### src/rtl/core/wpsh_pkg.sv
// Package with the widths and types of the window product string hash.
package wpsh_pkg;

  // Character and hash word widths.
  localparam int CH_W   = 8;
  localparam int WORD_W = 32;

  typedef logic [WORD_W-1:0]      word_t;
  typedef logic signed [CH_W-1:0] ch_t;

endpackage

### src/rtl/core/window_product_string_hash.sv
// Top level of the window product string hash: input stage, window products, result register.
//
//   channel | direction | transaction payload
//   --------+-----------+-------------------------------
//   in_     | input     | in_ch (signed 8), in_last
//   out_    | output    | out_hash_value (32), one per string
//
// One character is taken every cycle unless in_stall holds it; a hash goes from the input stage
// into the result register. The rate is set by the single compute stage: one 32 by 8 multiply
// per held run product and one adder over the fresh products and the running sum.
// Reset clears the stage valids, the held products and the running sum.
// The input stalls only while a last character waits behind a result that is held by out_stall.
module window_product_string_hash import wpsh_pkg::*; #(
  parameter int MAX_RUN = 6
) (
  input  logic  clk,
  input  logic  rst_n,
  input  logic  in_valid,
  output logic  in_stall,
  input  ch_t   in_ch,
  input  logic  in_last,
  output logic  out_valid,
  input  logic  out_stall,
  output word_t out_hash_value
);

  localparam int RUN_DEPTH = (MAX_RUN > 1) ? MAX_RUN - 1 : 1;

  // Input stage registers.
  logic  s1_valid_r;
  logic  s1_valid_nxt;
  ch_t   s1_ch_r;
  logic  s1_last_r;

  // Held products of the runs ending at the latest character, and the running sum.
  word_t run_r   [RUN_DEPTH];
  word_t run_nxt [RUN_DEPTH];
  word_t hash_r;
  word_t hash_nxt;

  // Result register.
  logic  out_valid_r;
  logic  out_valid_nxt;
  word_t out_hash_r;

  logic  in_accept;
  logic  s1_block;
  logic  s1_fire;
  word_t c_ext;
  word_t fresh [MAX_RUN];
  word_t sum_all;

  // Handshake: only a last character can be held back, by a waiting result.
  assign s1_block  = s1_last_r && out_valid_r && out_stall;
  assign s1_fire   = s1_valid_r && !s1_block;
  assign in_stall  = s1_valid_r && s1_block;
  assign in_accept = in_valid && !in_stall;

  assign s1_valid_nxt = in_accept ? 1'b1 : (s1_fire ? 1'b0 : s1_valid_r);

  // Fresh window products: each held run product times the new character.
  always_comb begin
    c_ext = {{(WORD_W-CH_W){s1_ch_r[CH_W-1]}}, s1_ch_r};
    fresh[0] = c_ext;
    for (int k = 1; k < MAX_RUN; k++) begin
      fresh[k] = run_r[k-1] * c_ext;
    end
    sum_all = hash_r;
    for (int k = 0; k < MAX_RUN; k++) begin
      sum_all = sum_all + fresh[k];
    end
  end

  // Next state: a last character clears everything for the next string.
  always_comb begin
    hash_nxt = hash_r;
    for (int k = 0; k < RUN_DEPTH; k++) begin
      run_nxt[k] = run_r[k];
    end
    if (s1_fire) begin
      if (s1_last_r || (MAX_RUN == 1)) begin
        for (int k = 0; k < RUN_DEPTH; k++) begin
          run_nxt[k] = '0;
        end
      end else begin
        for (int k = 0; k < RUN_DEPTH; k++) begin
          run_nxt[k] = fresh[k];
        end
      end
      hash_nxt = s1_last_r ? '0 : sum_all;
    end
  end

  // A finished hash enters the result register; otherwise it drains when taken.
  assign out_valid_nxt = (s1_fire && s1_last_r) ? 1'b1 : (out_stall ? out_valid_r : 1'b0);

  // Control and state registers.
  always_ff @(posedge clk) begin
    if (!rst_n) begin
      s1_valid_r  <= 1'b0;
      out_valid_r <= 1'b0;
      hash_r      <= '0;
      for (int k = 0; k < RUN_DEPTH; k++) begin
        run_r[k] <= '0;
      end
    end else begin
      s1_valid_r  <= s1_valid_nxt;
      out_valid_r <= out_valid_nxt;
      hash_r      <= hash_nxt;
      for (int k = 0; k < RUN_DEPTH; k++) begin
        run_r[k] <= run_nxt[k];
      end
    end
  end

  // Payload registers.
  always_ff @(posedge clk) begin
    if (in_accept) begin
      s1_ch_r   <= in_ch;
      s1_last_r <= in_last;
    end
    if (s1_fire && s1_last_r) begin
      out_hash_r <= sum_all;
    end
  end

  assign out_valid      = out_valid_r;
  assign out_hash_value = out_hash_r;

endmodule

### config.mk
export PLATFORM = sky130hd
export DESIGN_NAME = window_product_string_hash
export DESIGN_NICKNAME = d
export VERILOG_FILES = /design/src/rtl/core/wpsh_pkg.sv /design/src/rtl/core/window_product_string_hash.sv
export SDC_FILE = /design/constraint.sdc
export NUM_CORES = 2
export LEC_CHECK = 0
export ABC_AREA = 1
export BUFFER_PORTS_ARGS = -buffer_cell sky130_fd_sc_hd__buf_2
export CAP_MARGIN = 10
export CORE_MARGIN = 4
export CORE_UTILIZATION = 70
export DETAILED_ROUTE_END_ITERATION = 8
export PLACE_DENSITY = 0.84
export SKIP_CTS_REPAIR_TIMING = 1
export SLEW_MARGIN = 40
export SYNTH_ARGS = -nofsm -noshare
export SYNTH_HDL_FRONTEND = slang
export SYNTH_SLANG_ARGS = --single-unit
### constraint.sdc
create_clock -name clk -period 19.5 [get_ports clk]
set_input_delay 0.975 -clock clk [delete_from_list [all_inputs] [get_ports clk]]
set_output_delay 0.975 -clock clk [all_outputs]
set_load 0.01 [all_outputs]
==> out/metrics.cfg <==
[final_layout]
final_util = 0.732
diodes = 0
finalNetCount = 6949
drive_above_1_share = 0.0397
syn_to_final_growth_pct = 3.70

[drt]
wl_per_cell_um = 16.4
final_antenna_net_count = 0
first_pass_iters = 8
drc = 0
drt_iter0_drc = 3091
drt-total-wl_mm = 109
drt-vias-per-instance = 5.39
vias = 35916

[synth]
avgSynthCellArea_um2 = 7.45
yosysWarnings = 0
netlist_top_cells_area = fa_1 (38%), inv_1 (15%), nand2_1 (14%)
synth_cell_types = 52
synth_compound_area_frac = 0.0489
ys_seq_elements = 211
synth_edf_count = 41
synth_top_area_cell = fa_1
syn-num-nets = 7124
synth_xor_area_frac = 0.0217
syn_inst = 5965
ys_async_sr_fraction = 0
synthMuxAreaShare = 0
synthSimpleGateAreaFrac = 0.182
synthFlopType = dfxtp_1
ys_seq_area_frac = 0.104
synth_top_family_by_area = adder cells
syn_area_mm2 = 0.0444
synth-adder-area-share = 0.465
synthDominantCellAreaShare = 0.379

[worst_setup_path]
path_common_cell = nand2_1
r2r_slack_ns = 8.32
slowest_stage = buf_4
endpoint_kind = flip-flop
cp_num_buf_inv = 8
arrival_ns = 11.69
cp-start-kind = flip-flop
critPathTopFamily = adder cells
slowest_delay_ns = 0.67
crit_path_max_fanout = 51
cp.required_ns = 20.00
path_class = flip-flop to flip-flop

[global_routing]
grt_pass1_vias = 36854
track_usage = 0.335
grt_overflow = 0
grt_antenna_before_repair = 0
grt_max_degree = 171
grt_pass1_wl_mm = 182

[floorplanning]
start_util = 0.706
dieWidth_um = 260
dieArea_mm2 = 0.0676
core_mm2 = 0.0630
die_y_um = 260
placementRows = 92
io_pins = 47

[sta]
fin_setup_tns_ns = 0
setup_violations = 0
fmax_mhz = 89.4
slew_viol_final = 0
tightest_slew_ns = 0.898
slew_headroom = 0.401
skew_ns = 0.0219
rsz0062_at_grt = false
period_share = 0.574
hold_viol = 0
finalCriticalPeriod_ns = 11.18

[cts]
cts_tree = yes
clkTransAtPathRegs_ns = 0.06
clk_path_buf_depth = 3
clockRootBuffer = clkbuf_16
cts_sinks = 211
cts_buffers = 29
clk_latency_ns = 0.61
cts_htree_levels = 1

[job]
cap_violations = 0

[run_status]
status = complete, no violations

[min_path]
hold_path_class = flip-flop to flip-flop

[placement]
place_congestion = 0.940
io_buffer_count = 46
dp_hpwl_mm = 83.7

## flip-flops by register name, indices dropped and copies added (netlist names)
name / flops
run_r: 136
hash_r: 32
out_hash_value: 32
s1_ch_r: 8
out_valid: 1
s1_last_r: 1
s1_valid_r: 1
## synth_stat cells, types with 7 or more instances
master / number
fa_1: 842
and2_1: 12
clkbuf_1: 232
ha_1: 304
o21ai_0: 41
buf_2: 20
or2_2: 62
buf_1: 18
nand3b_1: 15
nor3_1: 19
inv_1: 1810
nand3_2: 10
dfxtp_1: 170
xnor2_1: 28
edfxtp_1: 41
nand4_1: 12
o21ai_1: 8
a31oi_1: 8
nand2_2: 10
buf_4: 7
a21oi_2: 7
a21o_1: 12
nor2_1: 130
nand2_1: 1627
o21bai_1: 9
nand3_1: 101
a21oi_1: 291
xor2_1: 80
## per-stage QoR
step	std cells	setup WS (ns)	hold WS, ns	instance area, um2
4_1_cts	6657	8.58	0.468	46000
3_5_place_dp	6604	8.64	0.459	44900
5_1_grt	6658	7.83	0.487	46100
6_report	6658	8.32	0.468	46100
2_1_floorplan	5965	10.09	0.445	44400
3_3_place_gp	6603	8.67	0.454	44900
## worst register-to-register path: cells and delay by family, from the launching register on
kind                       cells  cell delay (ns)
buffers and inverters          8             1.60
adders and majority gates     12             5.45
DFF                            1             0.32
AOI/OAI and AO/OA              5             0.90
and+or+nand+nor               18             2.54
xor gates and xnor gates       1             0.30
## worst paths after layout
kind / start / depth (start not counted) / endpoint
worst min-delay path: hash_r[12] / 2 / hash_r[12]
worst min register to register: hash_r[12] / 2 / hash_r[12]
worst max register to register: s1_ch_r[2] / 44 / hash_r[26]
worst max-delay path: s1_ch_r[2] / 44 / hash_r[26]
## layout make-up
| class | instances | area, um2 |
|---|---|---|
| Inverter | 1812 | 6810 |
| Fill cell | 4877 | 16900 |
| Multi-Input combinational cell | 3664 | 31900 |
| Timing Repair Buffer | 72 | 519 |
| Clock inverter | 19 | 360 |
| Clock buffer | 34 | 776 |
| Sequential cell | 211 | 4630 |
| Tap cell | 846 | 1060 |
## cell usage in the layout (no fill, tap or decap), types with 7 or more instances in the layout
cell type  Yosys  final
xnor2_1       28     28
a21oi_1      291    291
ha_1         304    304
and2_1        12     12
fa_1         842    842
clkbuf_16      0     30
a21o_1        12     12
edfxtp_1      41     41
nand2_2       10     10
dfxtp_1      170    170
nand4_1       12     12
nand2_1     1627   1627
nor2_1       130    129
inv_1       1810   1810
a31oi_1        8      8
buf_4          7     18
nand3_2       10     10
o21ai_0       41     41
nand3_1      101    101
nand3b_1      15     15
a21oi_2        7      7
or2_2         62     62
xor2_1        80     80
nor3_1        19     19
o21ai_1        8      7
bufinv_16      0     10
buf_2         20     46
o21bai_1       9      9
## routing by layer
metal / part of all wire / routed length (um) / global-route usage / up-vias
met2: 0.47 / 51100 / 0.541 / 1688
met1: 0.38 / 40900 / 0.441 / 17403
li1: - / - / - / 16505
met3: 0.089 / 9730 / 0.0487 / 320
met4: 0.067 / 7270 / 0.178 / 0
met5: 0 / 0 / 0 / -
## cell families (layout without fill, tap and decap cells)
kind of cell    count (synthesis)  after routing
xor+xnor                      109            109
simple gates                 2011           2011
compound gates                398            398
fa+ha+maj                    1146           1146
flops                         211            211
buf+inv                      2090           1937
Power is left out: the tool's default activity adds up to more than one toggle a clock period on the data nets, which glitch-free logic cannot reach.
